$ cat src/sv/pple_pkg.sv
// ============================================================================
// pple_pkg
// Shared types and constants for the ping-pong lease exchange.
// ============================================================================
`default_nettype none

package pple_pkg;

  localparam int READER_COUNT_WIDTH = 8;
  localparam int GEN_WIDTH          = 32;
  localparam int PAYLOAD_WIDTH      = 32;
  localparam int STEP_WIDTH         = 64;
  localparam int CAMGEN_WIDTH       = 64;
  localparam int CFG_DATA_WIDTH     = 64;
  localparam int CFG_IDX_WIDTH      = 2;

  localparam logic [READER_COUNT_WIDTH-1:0] READER_MAX = '1;
  localparam logic [GEN_WIDTH-1:0]          GEN_MAX    = '1;
  localparam logic [GEN_WIDTH-1:0]          GEN_ONE    = GEN_WIDTH'(1);

  typedef enum logic [1:0] {
    CMD_PUBLISH = 2'd0,
    CMD_ACQUIRE = 2'd1,
    CMD_RELEASE = 2'd2,
    CMD_CLOSE   = 2'd3
  } cmd_e;

  typedef enum logic [3:0] {
    ST_PUBLISHED     = 4'd0,
    ST_STEP_STALE    = 4'd1,
    ST_CAMGEN_STALE  = 4'd2,
    ST_EXHAUSTED     = 4'd3,
    ST_BUSY          = 4'd4,
    ST_ACQUIRED      = 4'd5,
    ST_REFUSED       = 4'd6,
    ST_RELEASED      = 4'd7,
    ST_RELEASE_ERR   = 4'd8,
    ST_CLOSED        = 4'd9,
    ST_PUB_CLOSED    = 4'd10
  } status_e;

  typedef enum logic [CFG_IDX_WIDTH-1:0] {
    CFG_INIT_STEP    = 2'd0,
    CFG_INIT_CAMGEN  = 2'd1,
    CFG_INIT_PAYLOAD = 2'd2,
    CFG_UNUSED       = 2'd3
  } cfg_idx_e;

  typedef struct packed {
    cmd_e                     command;
    logic [STEP_WIDTH-1:0]    sim_step;
    logic [CAMGEN_WIDTH-1:0]  camera_gen;
    logic [PAYLOAD_WIDTH-1:0] payload;
    logic                     lease_slot;
  } cmd_t;

  typedef struct packed {
    status_e                       status;
    logic                          out_slot;
    logic [GEN_WIDTH-1:0]          out_exchange_gen;
    logic [STEP_WIDTH-1:0]         out_sim_step;
    logic [CAMGEN_WIDTH-1:0]       out_camera_gen;
    logic [PAYLOAD_WIDTH-1:0]      out_payload;
    logic [READER_COUNT_WIDTH-1:0] out_readers;
  } res_t;

  typedef struct packed {
    logic                      we;
    cfg_idx_e                  idx;
    logic [CFG_DATA_WIDTH-1:0] wdata;
  } cfg_t;

endpackage

`default_nettype wire

$ cat src/sv/pple_if.sv
// ============================================================================
// pple_cmd_if / pple_res_if
// Valid/ready channels for command words and result words.
// ============================================================================
`default_nettype none

interface pple_cmd_if;
  logic        valid;
  logic        ready;
  logic [1:0]  command;
  logic [63:0] sim_step;
  logic [63:0] camera_gen;
  logic [31:0] payload;
  logic        lease_slot;

  modport source (output valid, command, sim_step, camera_gen, payload, lease_slot,
                  input ready);
  modport sink   (input valid, command, sim_step, camera_gen, payload, lease_slot,
                  output ready);
endinterface

interface pple_res_if;
  logic        valid;
  logic        ready;
  logic [3:0]  status;
  logic        out_slot;
  logic [31:0] out_exchange_gen;
  logic [63:0] out_sim_step;
  logic [63:0] out_camera_gen;
  logic [31:0] out_payload;
  logic [7:0]  out_readers;

  modport source (output valid, status, out_slot, out_exchange_gen, out_sim_step,
                  out_camera_gen, out_payload, out_readers,
                  input ready);
  modport sink   (input valid, status, out_slot, out_exchange_gen, out_sim_step,
                  out_camera_gen, out_payload, out_readers,
                  output ready);
endinterface

`default_nettype wire

$ cat src/sv/pple_core.sv
// ============================================================================
// pple_core
// Exchange state (two slots, generations, reader counts) and the
// combinational command evaluation.
// ============================================================================
`default_nettype none

module pple_core
  import pple_pkg::*;
(
  input  wire logic clk_i,
  input  wire logic rst_ni,
  input  wire cfg_t cfg_i,
  input  wire logic exec_i,
  input  wire cmd_t cmd_i,
  output res_t      res_o
);

  logic [STEP_WIDTH-1:0]         init_step_q;
  logic [CAMGEN_WIDTH-1:0]       init_camgen_q;
  logic [STEP_WIDTH-1:0]         step_q    [2];
  logic [CAMGEN_WIDTH-1:0]       camgen_q  [2];
  logic [PAYLOAD_WIDTH-1:0]      data_q    [2];
  logic [GEN_WIDTH-1:0]          sgen_q    [2];
  logic [READER_COUNT_WIDTH-1:0] readers_q [2];
  logic [STEP_WIDTH-1:0]         last_step_q;
  logic [CAMGEN_WIDTH-1:0]       last_camgen_q;
  logic [GEN_WIDTH-1:0]          xgen_q;
  logic                          closed_q;

  logic                          tgt, frt;
  logic [READER_COUNT_WIDTH-1:0] rd_tgt, rd_frt, rd_rel;
  logic                          pub_ok, acq_ok, rel_ok, close_go;
  logic [GEN_WIDTH-1:0]          gen_nxt;
  logic                          reinit;

  assign tgt     = xgen_q[0];
  assign frt     = ~xgen_q[0];
  assign rd_tgt  = tgt ? readers_q[1] : readers_q[0];
  assign rd_frt  = frt ? readers_q[1] : readers_q[0];
  assign rd_rel  = cmd_i.lease_slot ? readers_q[1] : readers_q[0];
  assign gen_nxt = xgen_q + GEN_ONE;
  assign reinit  = cfg_i.we && (cfg_i.idx == CFG_INIT_PAYLOAD);

  always_comb begin
    res_o    = '0;
    pub_ok   = 1'b0;
    acq_ok   = 1'b0;
    rel_ok   = 1'b0;
    close_go = 1'b0;
    unique case (cmd_i.command)
      CMD_PUBLISH: begin
        res_o.out_slot    = tgt;
        res_o.out_readers = rd_tgt;
        priority if (closed_q) begin
          res_o.status = ST_PUB_CLOSED;
        end else if (cmd_i.sim_step <= last_step_q) begin
          res_o.status = ST_STEP_STALE;
        end else if (cmd_i.camera_gen <= last_camgen_q) begin
          res_o.status = ST_CAMGEN_STALE;
        end else if (xgen_q == GEN_MAX) begin
          res_o.status = ST_EXHAUSTED;
        end else if (rd_tgt != '0) begin
          res_o.status = ST_BUSY;
        end else begin
          res_o.status           = ST_PUBLISHED;
          res_o.out_exchange_gen = gen_nxt;
          pub_ok                 = 1'b1;
        end
      end
      CMD_ACQUIRE: begin
        res_o.out_slot    = frt;
        res_o.out_readers = rd_frt;
        if (closed_q || rd_frt == READER_MAX) begin
          res_o.status = ST_REFUSED;
        end else begin
          res_o.status           = ST_ACQUIRED;
          res_o.out_readers      = rd_frt + 1'b1;
          res_o.out_exchange_gen = frt ? sgen_q[1] : sgen_q[0];
          res_o.out_sim_step     = frt ? step_q[1] : step_q[0];
          res_o.out_camera_gen   = frt ? camgen_q[1] : camgen_q[0];
          res_o.out_payload      = frt ? data_q[1] : data_q[0];
          acq_ok                 = 1'b1;
        end
      end
      CMD_RELEASE: begin
        res_o.out_slot = cmd_i.lease_slot;
        if (rd_rel == '0) begin
          res_o.status = ST_RELEASE_ERR;
        end else begin
          res_o.status      = ST_RELEASED;
          res_o.out_readers = rd_rel - 1'b1;
          rel_ok            = 1'b1;
        end
      end
      CMD_CLOSE: begin
        res_o.status = ST_CLOSED;
        close_go     = 1'b1;
      end
      default: res_o = '0;
    endcase
  end

  always_ff @(posedge clk_i or negedge rst_ni) begin
    if (!rst_ni) begin
      init_step_q   <= '0;
      init_camgen_q <= '0;
    end else if (cfg_i.we) begin
      if (cfg_i.idx == CFG_INIT_STEP) begin
        init_step_q <= cfg_i.wdata;
      end
      if (cfg_i.idx == CFG_INIT_CAMGEN) begin
        init_camgen_q <= cfg_i.wdata;
      end
    end
  end

  always_ff @(posedge clk_i or negedge rst_ni) begin
    if (!rst_ni) begin
      step_q        <= '{default: '0};
      camgen_q      <= '{default: '0};
      data_q        <= '{default: '0};
      sgen_q[0]     <= GEN_ONE;
      sgen_q[1]     <= '0;
      readers_q     <= '{default: '0};
      last_step_q   <= '0;
      last_camgen_q <= '0;
      xgen_q        <= GEN_ONE;
      closed_q      <= 1'b0;
    end else if (reinit) begin
      step_q[0]     <= init_step_q;
      step_q[1]     <= '0;
      camgen_q[0]   <= init_camgen_q;
      camgen_q[1]   <= '0;
      data_q[0]     <= cfg_i.wdata[PAYLOAD_WIDTH-1:0];
      data_q[1]     <= '0;
      sgen_q[0]     <= GEN_ONE;
      sgen_q[1]     <= '0;
      readers_q     <= '{default: '0};
      last_step_q   <= init_step_q;
      last_camgen_q <= init_camgen_q;
      xgen_q        <= GEN_ONE;
      closed_q      <= 1'b0;
    end else if (exec_i) begin
      if (pub_ok) begin
        step_q[tgt]   <= cmd_i.sim_step;
        camgen_q[tgt] <= cmd_i.camera_gen;
        data_q[tgt]   <= cmd_i.payload;
        sgen_q[tgt]   <= gen_nxt;
        last_step_q   <= cmd_i.sim_step;
        last_camgen_q <= cmd_i.camera_gen;
        xgen_q        <= gen_nxt;
      end
      if (acq_ok) begin
        readers_q[frt] <= res_o.out_readers;
      end
      if (rel_ok) begin
        readers_q[cmd_i.lease_slot] <= res_o.out_readers;
      end
      if (close_go) begin
        closed_q <= 1'b1;
      end
    end
  end

endmodule

`default_nettype wire

$ cat src/sv/ping_pong_lease_exchange.sv
// ============================================================================
// ping_pong_lease_exchange
// Two-slot ping-pong packet exchange with per-slot reader leases.
// ============================================================================
// Usage:
//   cmd_i  : command words (publish, acquire, release, close), valid/ready.
//   res_o  : exactly one result word per command, in command order.
//   cfg_*  : register writes; only while no command is in flight. Writing
//            the initial payload register reloads the whole exchange.
// Pipeline: an accepted command passes the input register, then the result
//   register; the command executes against the exchange state on its way
//   into the result register.
// Throughput: one command per cycle; both stages advance together while
//   the result side takes words.
// Stall: when res_o.ready is low the result register holds; the input
//   register still takes one more command, then cmd_i.ready drops.
// Reset: asynchronous, active low. Clears the exchange state; slot zero
//   holds generation one, the exchange is open and no word is pending.
// ============================================================================
`default_nettype none

module ping_pong_lease_exchange
  import pple_pkg::*;
(
  input  wire logic                      clk_i,
  input  wire logic                      rst_ni,
  pple_cmd_if.sink                       cmd_i,
  pple_res_if.source                     res_o,
  input  wire logic                      cfg_we_i,
  input  wire logic [CFG_IDX_WIDTH-1:0]  cfg_idx_i,
  input  wire logic [CFG_DATA_WIDTH-1:0] cfg_wdata_i
);

  logic s1_valid_q;
  cmd_t s1_cmd_q;
  logic out_valid_q;
  res_t out_res_q;
  res_t core_res;
  cfg_t cfg;
  logic adv;
  logic take;

  assign cfg.we    = cfg_we_i;
  assign cfg.idx   = cfg_idx_e'(cfg_idx_i);
  assign cfg.wdata = cfg_wdata_i;

  assign adv         = s1_valid_q && (!out_valid_q || res_o.ready);
  assign cmd_i.ready = !s1_valid_q || adv;
  assign take        = cmd_i.valid && cmd_i.ready;

  always_ff @(posedge clk_i or negedge rst_ni) begin
    if (!rst_ni) begin
      s1_valid_q <= 1'b0;
    end else if (take) begin
      s1_valid_q <= 1'b1;
    end else if (adv) begin
      s1_valid_q <= 1'b0;
    end
  end

  always_ff @(posedge clk_i) begin
    if (take) begin
      s1_cmd_q.command    <= cmd_e'(cmd_i.command);
      s1_cmd_q.sim_step   <= cmd_i.sim_step;
      s1_cmd_q.camera_gen <= cmd_i.camera_gen;
      s1_cmd_q.payload    <= cmd_i.payload;
      s1_cmd_q.lease_slot <= cmd_i.lease_slot;
    end
  end

  pple_core u_core (
    .clk_i  (clk_i),
    .rst_ni (rst_ni),
    .cfg_i  (cfg),
    .exec_i (adv),
    .cmd_i  (s1_cmd_q),
    .res_o  (core_res)
  );

  always_ff @(posedge clk_i or negedge rst_ni) begin
    if (!rst_ni) begin
      out_valid_q <= 1'b0;
    end else if (adv) begin
      out_valid_q <= 1'b1;
    end else if (res_o.ready) begin
      out_valid_q <= 1'b0;
    end
  end

  always_ff @(posedge clk_i) begin
    if (adv) begin
      out_res_q <= core_res;
    end
  end

  assign res_o.valid            = out_valid_q;
  assign res_o.status           = out_res_q.status;
  assign res_o.out_slot         = out_res_q.out_slot;
  assign res_o.out_exchange_gen = out_res_q.out_exchange_gen;
  assign res_o.out_sim_step     = out_res_q.out_sim_step;
  assign res_o.out_camera_gen   = out_res_q.out_camera_gen;
  assign res_o.out_payload      = out_res_q.out_payload;
  assign res_o.out_readers      = out_res_q.out_readers;

endmodule

`default_nettype wire

$ cat src/flat_wrapper.sv
// flat-port wrapper written by rule: the top's interface ports become plain ports
module ping_pong_lease_exchange_flat import pple_pkg::*;
  (clk_i, rst_ni, cfg_we_i, cfg_idx_i, cfg_wdata_i, cmd_i_valid, cmd_i_command, cmd_i_sim_step, cmd_i_camera_gen, cmd_i_payload, cmd_i_lease_slot, cmd_i_ready, res_o_valid, res_o_status, res_o_out_slot, res_o_out_exchange_gen, res_o_out_sim_step, res_o_out_camera_gen, res_o_out_payload, res_o_out_readers, res_o_ready);
  pple_cmd_if cmd_i_i ();
  pple_res_if res_o_i ();
  input  wire logic clk_i;
  input  wire logic rst_ni;
  input  wire logic cfg_we_i;
  input  wire logic [CFG_IDX_WIDTH-1:0] cfg_idx_i;
  input  wire logic [CFG_DATA_WIDTH-1:0] cfg_wdata_i;
  input wire logic [$bits(cmd_i_i.valid)-1:0] cmd_i_valid;
  input wire logic [$bits(cmd_i_i.command)-1:0] cmd_i_command;
  input wire logic [$bits(cmd_i_i.sim_step)-1:0] cmd_i_sim_step;
  input wire logic [$bits(cmd_i_i.camera_gen)-1:0] cmd_i_camera_gen;
  input wire logic [$bits(cmd_i_i.payload)-1:0] cmd_i_payload;
  input wire logic [$bits(cmd_i_i.lease_slot)-1:0] cmd_i_lease_slot;
  output wire logic [$bits(cmd_i_i.ready)-1:0] cmd_i_ready;
  output wire logic [$bits(res_o_i.valid)-1:0] res_o_valid;
  output wire logic [$bits(res_o_i.status)-1:0] res_o_status;
  output wire logic [$bits(res_o_i.out_slot)-1:0] res_o_out_slot;
  output wire logic [$bits(res_o_i.out_exchange_gen)-1:0] res_o_out_exchange_gen;
  output wire logic [$bits(res_o_i.out_sim_step)-1:0] res_o_out_sim_step;
  output wire logic [$bits(res_o_i.out_camera_gen)-1:0] res_o_out_camera_gen;
  output wire logic [$bits(res_o_i.out_payload)-1:0] res_o_out_payload;
  output wire logic [$bits(res_o_i.out_readers)-1:0] res_o_out_readers;
  input wire logic [$bits(res_o_i.ready)-1:0] res_o_ready;
  assign cmd_i_i.valid = cmd_i_valid;
  assign cmd_i_i.command = cmd_i_command;
  assign cmd_i_i.sim_step = cmd_i_sim_step;
  assign cmd_i_i.camera_gen = cmd_i_camera_gen;
  assign cmd_i_i.payload = cmd_i_payload;
  assign cmd_i_i.lease_slot = cmd_i_lease_slot;
  assign cmd_i_ready = cmd_i_i.ready;
  assign res_o_valid = res_o_i.valid;
  assign res_o_status = res_o_i.status;
  assign res_o_out_slot = res_o_i.out_slot;
  assign res_o_out_exchange_gen = res_o_i.out_exchange_gen;
  assign res_o_out_sim_step = res_o_i.out_sim_step;
  assign res_o_out_camera_gen = res_o_i.out_camera_gen;
  assign res_o_out_payload = res_o_i.out_payload;
  assign res_o_out_readers = res_o_i.out_readers;
  assign res_o_i.ready = res_o_ready;
  ping_pong_lease_exchange u_core (.clk_i(clk_i), .rst_ni(rst_ni), .cmd_i(cmd_i_i), .res_o(res_o_i), .cfg_we_i(cfg_we_i), .cfg_idx_i(cfg_idx_i), .cfg_wdata_i(cfg_wdata_i));
endmodule
$ cat config.mk
export PLATFORM = sky130hd
export DESIGN_NAME = ping_pong_lease_exchange_flat
export DESIGN_NICKNAME = d
export VERILOG_FILES = /design/src/sv/pple_pkg.sv /design/src/sv/pple_if.sv /design/src/sv/pple_core.sv /design/src/sv/ping_pong_lease_exchange.sv /design/src/flat_wrapper.sv
export SDC_FILE = /design/constraint.sdc
export NUM_CORES = 2
export LEC_CHECK = 0
export BUFFER_PORTS_ARGS = -buffer_cell sky130_fd_sc_hd__buf_2
export CAP_MARGIN = 20
export CORE_ASPECT_RATIO = 1.5
export CORE_MARGIN = 5
export CORE_UTILIZATION = 51
export CTS_CLUSTER_DIAMETER = 150
export CTS_CLUSTER_SIZE = 24
export DETAILED_ROUTE_END_ITERATION = 6
export PLACE_DENSITY = 0.81
export SYNTH_ARGS = -nofsm -noshare
export SYNTH_HDL_FRONTEND = slang
export SYNTH_SLANG_ARGS = --single-unit
$ cat constraint.sdc
create_clock -name clk_i -period 15.63 [get_ports clk_i]
set_clock_uncertainty 0.1 [all_clocks]
set_input_delay 1.563 -clock clk_i [delete_from_list [all_inputs] [get_ports clk_i]]
set_output_delay 1.563 -clock clk_i [all_outputs]
set_load 0.02 [all_outputs]
**Yosys cells after proc, flatten, opt, wreduce, memory -nomap -nowiden**

Index checks and enable logic that the tools add are counted.

- Add/sub/neg operators: 3
- $lt $le $gt $ge: 8
- Eq/ne operators: 7
- Mux-type cells: 84
- Bitwise operators: 5
- Reductions and logical operators: 25

Operators by type and width:

| cell | number |
|---|---|
| $mux W64 | 15 |
| $mux W128 | 6 |
| $mux W32 | 11 |
| $bwmux W128 | 2 |
| $mux W200 | 1 |
| $bwmux W64 | 2 |
| $le A64 B64 Y1 | 2 |
| $mux W16 | 6 |
| $demux W64 S1 | 1 |
| $pmux W32 S2 | 1 |
| $mux W8 | 6 |
| $add A32 B1 Y32 const B | 1 |
| $bwmux W16 | 2 |
| $demux W32 S1 | 1 |
| $eq A32 B32 Y1 const B | 1 |
| $pmux W8 S3 | 1 |
| $mux W4 | 5 |
| $mux W1 | 18 |
| $demux W8 S1 | 2 |
| $pmux W4 S4 | 1 |
| $reduce_bool A2 Y1 | 5 |
| $add A8 B1 Y8 const B | 1 |
| $eq A8 B8 Y1 const B | 1 |
| $logic_not A8 Y1 | 1 |
| other kinds (17) | 39 |

- Flip-flop bits (word level): 1059
- Bits of input ports: 234
- Output and inout bits: 207
- Logic and storage cells: 162

**Logic depth before layout (Yosys ltp)**

- Depth in word-level cells: 14
- Mapped depth: 14
- Mapped depth without buffers: 12

**Cells and area by module**

Synthesis repeated with hierarchy kept, for this count alone.

- Cells, all modules: 4228
- Area, all modules: 46136.7 µm²

By module, submodules not included:

| module | times used | cells an instance | area each (µm²) | seq. area each (µm²) |
|---|---|---|---|---|
| pple_core | 1 | 3852 | 34982.3 | 17219.0 |
| ping_pong_lease_exchange | 1 | 376 | 11154.4 | 11100.6 |

**Worst setup path before layout**

No wires, ideal clock.

- Path type: input to register
- Start point: in res_o_ready
- End point: reg u_core.u_core.readers_q[13] (netlist bit)
- Library setup time: 0.132 ns
- Arrival: 9.417 ns
- Data required time: 15.398 ns
- Path slack: 5.982 ns
- Stages: 6
- Path buffers: 1
- Path through: nand2b_1 nand2_1 inv_1 buf_1 a21oi_1 a32o_1

- Longest elaborated chain between the ends: 3

RTL lines:

| element | RTL line | RTL |
|---|---|---|
| start: declaration | flat_wrapper.sv:26 | `input wire logic [$bits(res_o_i.ready)-1:0] res_o_ready;` |
| $logic_or A1 B1 Y1 | ping_pong_lease_exchange.sv:47 | `assign adv = s1_valid_q && (!out_valid_q \|\| res_o.ready);` |
| $logic_and A1 B1 Y1 | ping_pong_lease_exchange.sv:47 |  |
| via u_core.adv | ping_pong_lease_exchange.sv:40 | `logic adv;` |
| $reduce_bool A2 Y1 (no line) | n/a |  |
| end signal: indexed assignment | pple_core.sv:155 | `readers_q[frt] <= res_o.out_readers;` |
| end signal: indexed assignment | pple_core.sv:158 | `readers_q[cmd_i.lease_slot] <= res_o.out_readers;` |
| end: declaration | pple_core.sv:25 | `logic [READER_COUNT_WIDTH-1:0] readers_q [2];` |

The timed path passes the listed nets, and every way through them passes these cells.
A chain may end at the register's enable or synchronous reset.

**Worst setup path in the final report**

- Start point: reg u_core.s1_cmd_q[90] (netlist bit)
- End point: reg u_core.u_core.data_q[28] (netlist bit)

- Longest elaborated chain between the ends: 7

RTL lines:

| element | RTL line | RTL |
|---|---|---|
| start: declaration | ping_pong_lease_exchange.sv:35 | `cmd_t s1_cmd_q;` |
| $le A64 B64 Y1 | pple_core.sv:59 | `end else if (cmd_i.camera_gen <= last_camgen_q) begin` |
| $mux W1 | pple_core.sv:59 |  |
| $mux W1 | pple_core.sv:57 | `end else if (cmd_i.sim_step <= last_step_q) begin` |
| $mux W1 | pple_core.sv:55 | `priority if (closed_q) begin` |
| $mux W1 | pple_core.sv:51 | `unique case (cmd_i.command)` |
| $reduce_bool A2 Y1 (no line) | n/a |  |
| $reduce_and A2 Y1 (no line) | n/a |  |
| end signal: indexed assignment | pple_core.sv:148 | `data_q[tgt] <= cmd_i.payload;` |
| end: declaration | pple_core.sv:23 | `logic [PAYLOAD_WIDTH-1:0] data_q [2];` |

Every way passes these cells.

==> flow_metrics.py <==
metrics = {
    "logic_synthesis": {
        "yosys_register_bits": 1058,
        "synth_edf_count": 368,
        "synth-warning-count": 0,
        "synthArstFlopShare_pct": 65.2,
        "syn_nets": 3945,
        "syn_area_mm2": 0.0461,
        "seq_area_frac_synth_pct": 61.4,
        "ys_types": 76,
        "synth_common_cells": "dfrtp_1, edfxtp_1, nand3_1",
        "synth.most_common_cell": "dfrtp_1",
        "avgSynthCellArea_um2": 12.9,
        "synth_top_area_cell": "dfrtp_1",
        "synth_area_leaders": "dfrtp_1, edfxtp_1, mux2i_1, ha_1, a221o_1",
        "synth_cells": 3577,
        "synthFlopType": "dfrtp_1",
        "synth.top_cell.area_share_pct": 37.3,
    },
    "sta": {
        "tns_ns": 0,
        "hold_violations": 0,
        "min_period_ns": 5.90,
        "tightest_slew_ns": 1.11,
        "maxSlewViolCount": 0,
        "setup_viol": 0,
        "period_share_pct": 37.7,
        "layout_setup_ws_ns": 9.73,
        "hold_ws_ns": 0.392,
        "relSlewSlack_pct": 26.3,
        "fmax_ghz": 0.170,
        "rsz0062_at_grt": "false",
    },
    "critical_path": {
        "critical_path_required_ns": 16.10,
        "path_class": "reg -> reg",
        "r2r_slack_ns": 9.73,
        "r2r_end": "u_core.u_core.data_q[28]",
        "r2r-start": "u_core.s1_cmd_q[90]",
        "startpoint_type": "flip-flop",
        "arrival_ns": 6.36,
        "crit_start": "u_core.s1_cmd_q[90]",
        "cp_max_fo": 47,
        "reg2regPathDepth": 11,
        "end_kind": "flip-flop",
        "worstSetupEndpoint": "u_core.u_core.data_q[28]",
    },
    "clocking": {
        "cts_tree": "done",
        "post_cts_buffers": 0,
        "cts_inserted_buffers": 50,
        "htree_levels": 2,
        "cts_hold_buf": 0,
        "clkSlewWorstSetupHoldPaths_ns": 0.10,
        "cts_sinks": 1058,
        "cts_root_buf": "clkbuf_16",
        "cts.path.max_buffers": 3,
        "ctsResizeCount": 0,
        "worstSkewPairLatency_ns": 0.65,
    },
    "power": {
        "power_frac_seq_pct": 55.9,
        "sw_frac_of_total_pct": 29.6,
        "powerDensity_mw_per_mm2": 125,
        "power_frac_comb_pct": 20.2,
        "leakage_nw": 22.9,
        "intPower_w": 0.00444,
        "power_frac_clock_pct": 23.9,
        "ir_drop_v": 0.0000884,
        "power_switching_w": 0.00187,
    },
    "detailed_routing": {
        "wl_per_cell_um": 24.6,
        "first_pass_iters": 7,
        "wl_um": 125000,
        "vias": 31451,
        "postRouteAntennaNets": 0,
        "vias_per_cell": 6.18,
        "drc": 0,
        "drtIter0Drc": 3178,
    },
    "die": {
        "rows": 135,
        "io-pin-count": 441,
        "core_area_mm2": 0.0900,
        "fp.dieW_um": 256,
        "start_util_pct": 51.2,
        "die_h_um": 378,
        "die_area_mm2": 0.0967,
    },
    "global_routing": {
        "grt-ovfl-total": 0,
        "grt_pass1_vias": 31618,
        "grt_antenna_before_repair": 12,
        "grt_max_degree": 166,
        "grtUsageTotal_pct": 25.0,
        "grt_pass1_wl_um": 192000,
    },
    "layout": {
        "nets": 4240,
        "fillers": 7234,
        "syn_to_final_growth_pct": 9.65,
        "drive_above_1_share_pct": 18.1,
    },
    "worst_hold_path": {
        "hold_path_class": "reg -> reg",
    },
    "place": {
        "port_buffers": 440,
        "dp_hpwl_um": 80600,
        "pre_cts_slack_ns": 9.80,
        "globalplace.congestion": 0.917,
    },
    "status": {
        "status": "finished clean",
    },
    "job": {
        "maxCapViolations": 0,
    },
}
[layer usage]
| metal | vias up | wire (um) | track usage [%] |
|---|---|---|---|
| li1 | 13818 | - | - |
| met1 | 16142 | 51500 | 34.0 |
| met2 | 1268 | 61000 | 41.8 |
| met3 | 221 | 7540 | 3.22 |
| met4 | 2 | 5040 | 9.53 |
| met5 | - | 13 | 0 |
[logic make-up (layout without fill, tap and decap cells)]
group                      Yosys count  count (layout)  synth area share [%]
buffers and inverters              394             731                  3.79
other                                0               8                     0
AOI/OAI and AO/OA                  618             618                  10.9
adders and majority gates          134             134                  3.63
xor gates and xnor gates            42              42                 0.797
DFF                               1058            1058                  61.4
muxes                              344             344                  7.83
and+or+nand+nor                    987             987                  11.7
[critical path, cell delays in order (launching register included)]
cell and delay, ns:
edfxtp_1 0.48, ha_1 0.35, nand4_1 0.22, nor4_1 0.64
nand2_1 0.27, nor3_2 0.56, nand4_2 0.39, and4_1 0.43
a31oi_4 0.71, buf_4 0.66, buf_4 0.61, a22o_1 0.26
[cells in the final DEF (no fill, tap or decap), types with 4 or more instances in the layout]
cell / count
clkbuf_1: 40
nor4_2: 4
and4_1: 5
nand3_1: 300
mux2i_1: 207
o22ai_1: 35
nand2b_1: 4
nor2b_1: 4
o2bb2ai_1: 52
and2_1: 162
buf_12: 4
nand4_1: 34
a221oi_1: 4
nand2_1: 83
buf_2: 439
a222oi_1: 5
mux2_2: 137
nand3b_1: 132
inv_1: 149
dfrtp_1: 688
a31oi_1: 4
or3_1: 12
xnor2_1: 16
edfxtp_1: 368
and3_1: 7
o21ai_1: 4
ha_1: 134
nor2_1: 195
a22o_1: 174
buf_4: 40
clkbuf_16: 50
diode_2: 8
nor3_1: 13
a21o_1: 7
xor2_1: 26
a221o_1: 161
o21ai_0: 58
a21oi_1: 79
nor4_1: 9
[sequential cells by signal, indices dropped and copies added, names as in the netlist]
register	count
u_core.res_o.valid	1
u_core.res_o.out_camera_gen	64
u_core.u_core.init_step_q	64
u_core.u_core.closed_q	1
u_core.u_core.last_step_q	64
u_core.res_o.status	4
u_core.u_core.sgen_q	63
u_core.res_o.out_sim_step	64
u_core.u_core.readers_q	16
u_core.u_core.last_camgen_q	64
u_core.s1_cmd_q	163
u_core.u_core.xgen_q	32
u_core.s1_valid_q	1
u_core.res_o.out_exchange_gen	32
u_core.u_core.data_q	64
u_core.res_o.out_slot	1
u_core.u_core.step_q	128
u_core.res_o.out_readers	8
u_core.u_core.camgen_q	128
u_core.res_o.out_payload	32
u_core.u_core.init_camgen_q	64
[per-stage QoR]
stage / cell area, um2 / total power (W) / util, % / instances
2_1_floorplan: 46100 / 0.00441 / - / 3577
3_3_place_gp: 49000 / 0.00480 / 54.5 / 4981
3_5_place_dp: 49000 / 0.00485 / 54.5 / 4981
4_1_cts: 50500 / 0.00634 / 56.1 / 5075
5_1_grt: 50600 / 0.00661 / 56.2 / 5086
6_report: 50600 / 0.00631 / 56.2 / 5086
[worst min-delay path by stage]
stage	startpoint	endpoint	slack, ns	cells after the start
after global routing	u_core.u_core.sgen_q[15]	u_core.u_core.sgen_q[15]	0.41	1
after floorplan	u_core.u_core.camgen_q[0]	u_core.u_core.camgen_q[0]	0.36	1
after CTS	u_core.s1_cmd_q[31]	u_core.u_core.data_q[30]	0.40	1
final	u_core.s1_cmd_q[31]	u_core.u_core.data_q[30]	0.39	1
after global placement	u_core.u_core.sgen_q[8]	u_core.u_core.sgen_q[8]	0.37	1
after detailed placement	u_core.u_core.sgen_q[22]	u_core.u_core.sgen_q[22]	0.37	1
[power by group through the flow]
stage | registers [W] | clock network (W) | logic, W
finish | 0.00353 | 0.00151 | 0.00127
global placement | 0.00356 | 0 | 0.00123
floorplan | 0.00356 | 0 | 0.000850
CTS | 0.00352 | 0.00153 | 0.00128
global route | 0.00357 | 0.00163 | 0.00141
detailed placement | 0.00358 | 0 | 0.00127
[final cells by class]
cell class / instances / area (um2) / share of cell area [%]
Antenna cell: 8 / 20.0 / 0.0396
Clock inverter: 4 / 63.8 / 0.126
Sequential cell: 1058 / 28300 / 56.0
Tap cell: 1164 / 1460 / 2.88
Clock buffer: 90 / 1400 / 2.77
Multi-Input combinational cell: 2125 / 16100 / 31.8
Inverter: 151 / 574 / 1.14
Timing Repair Buffer: 486 / 2650 / 5.23
No activity file was read; power rests on OpenSTA's default activity.
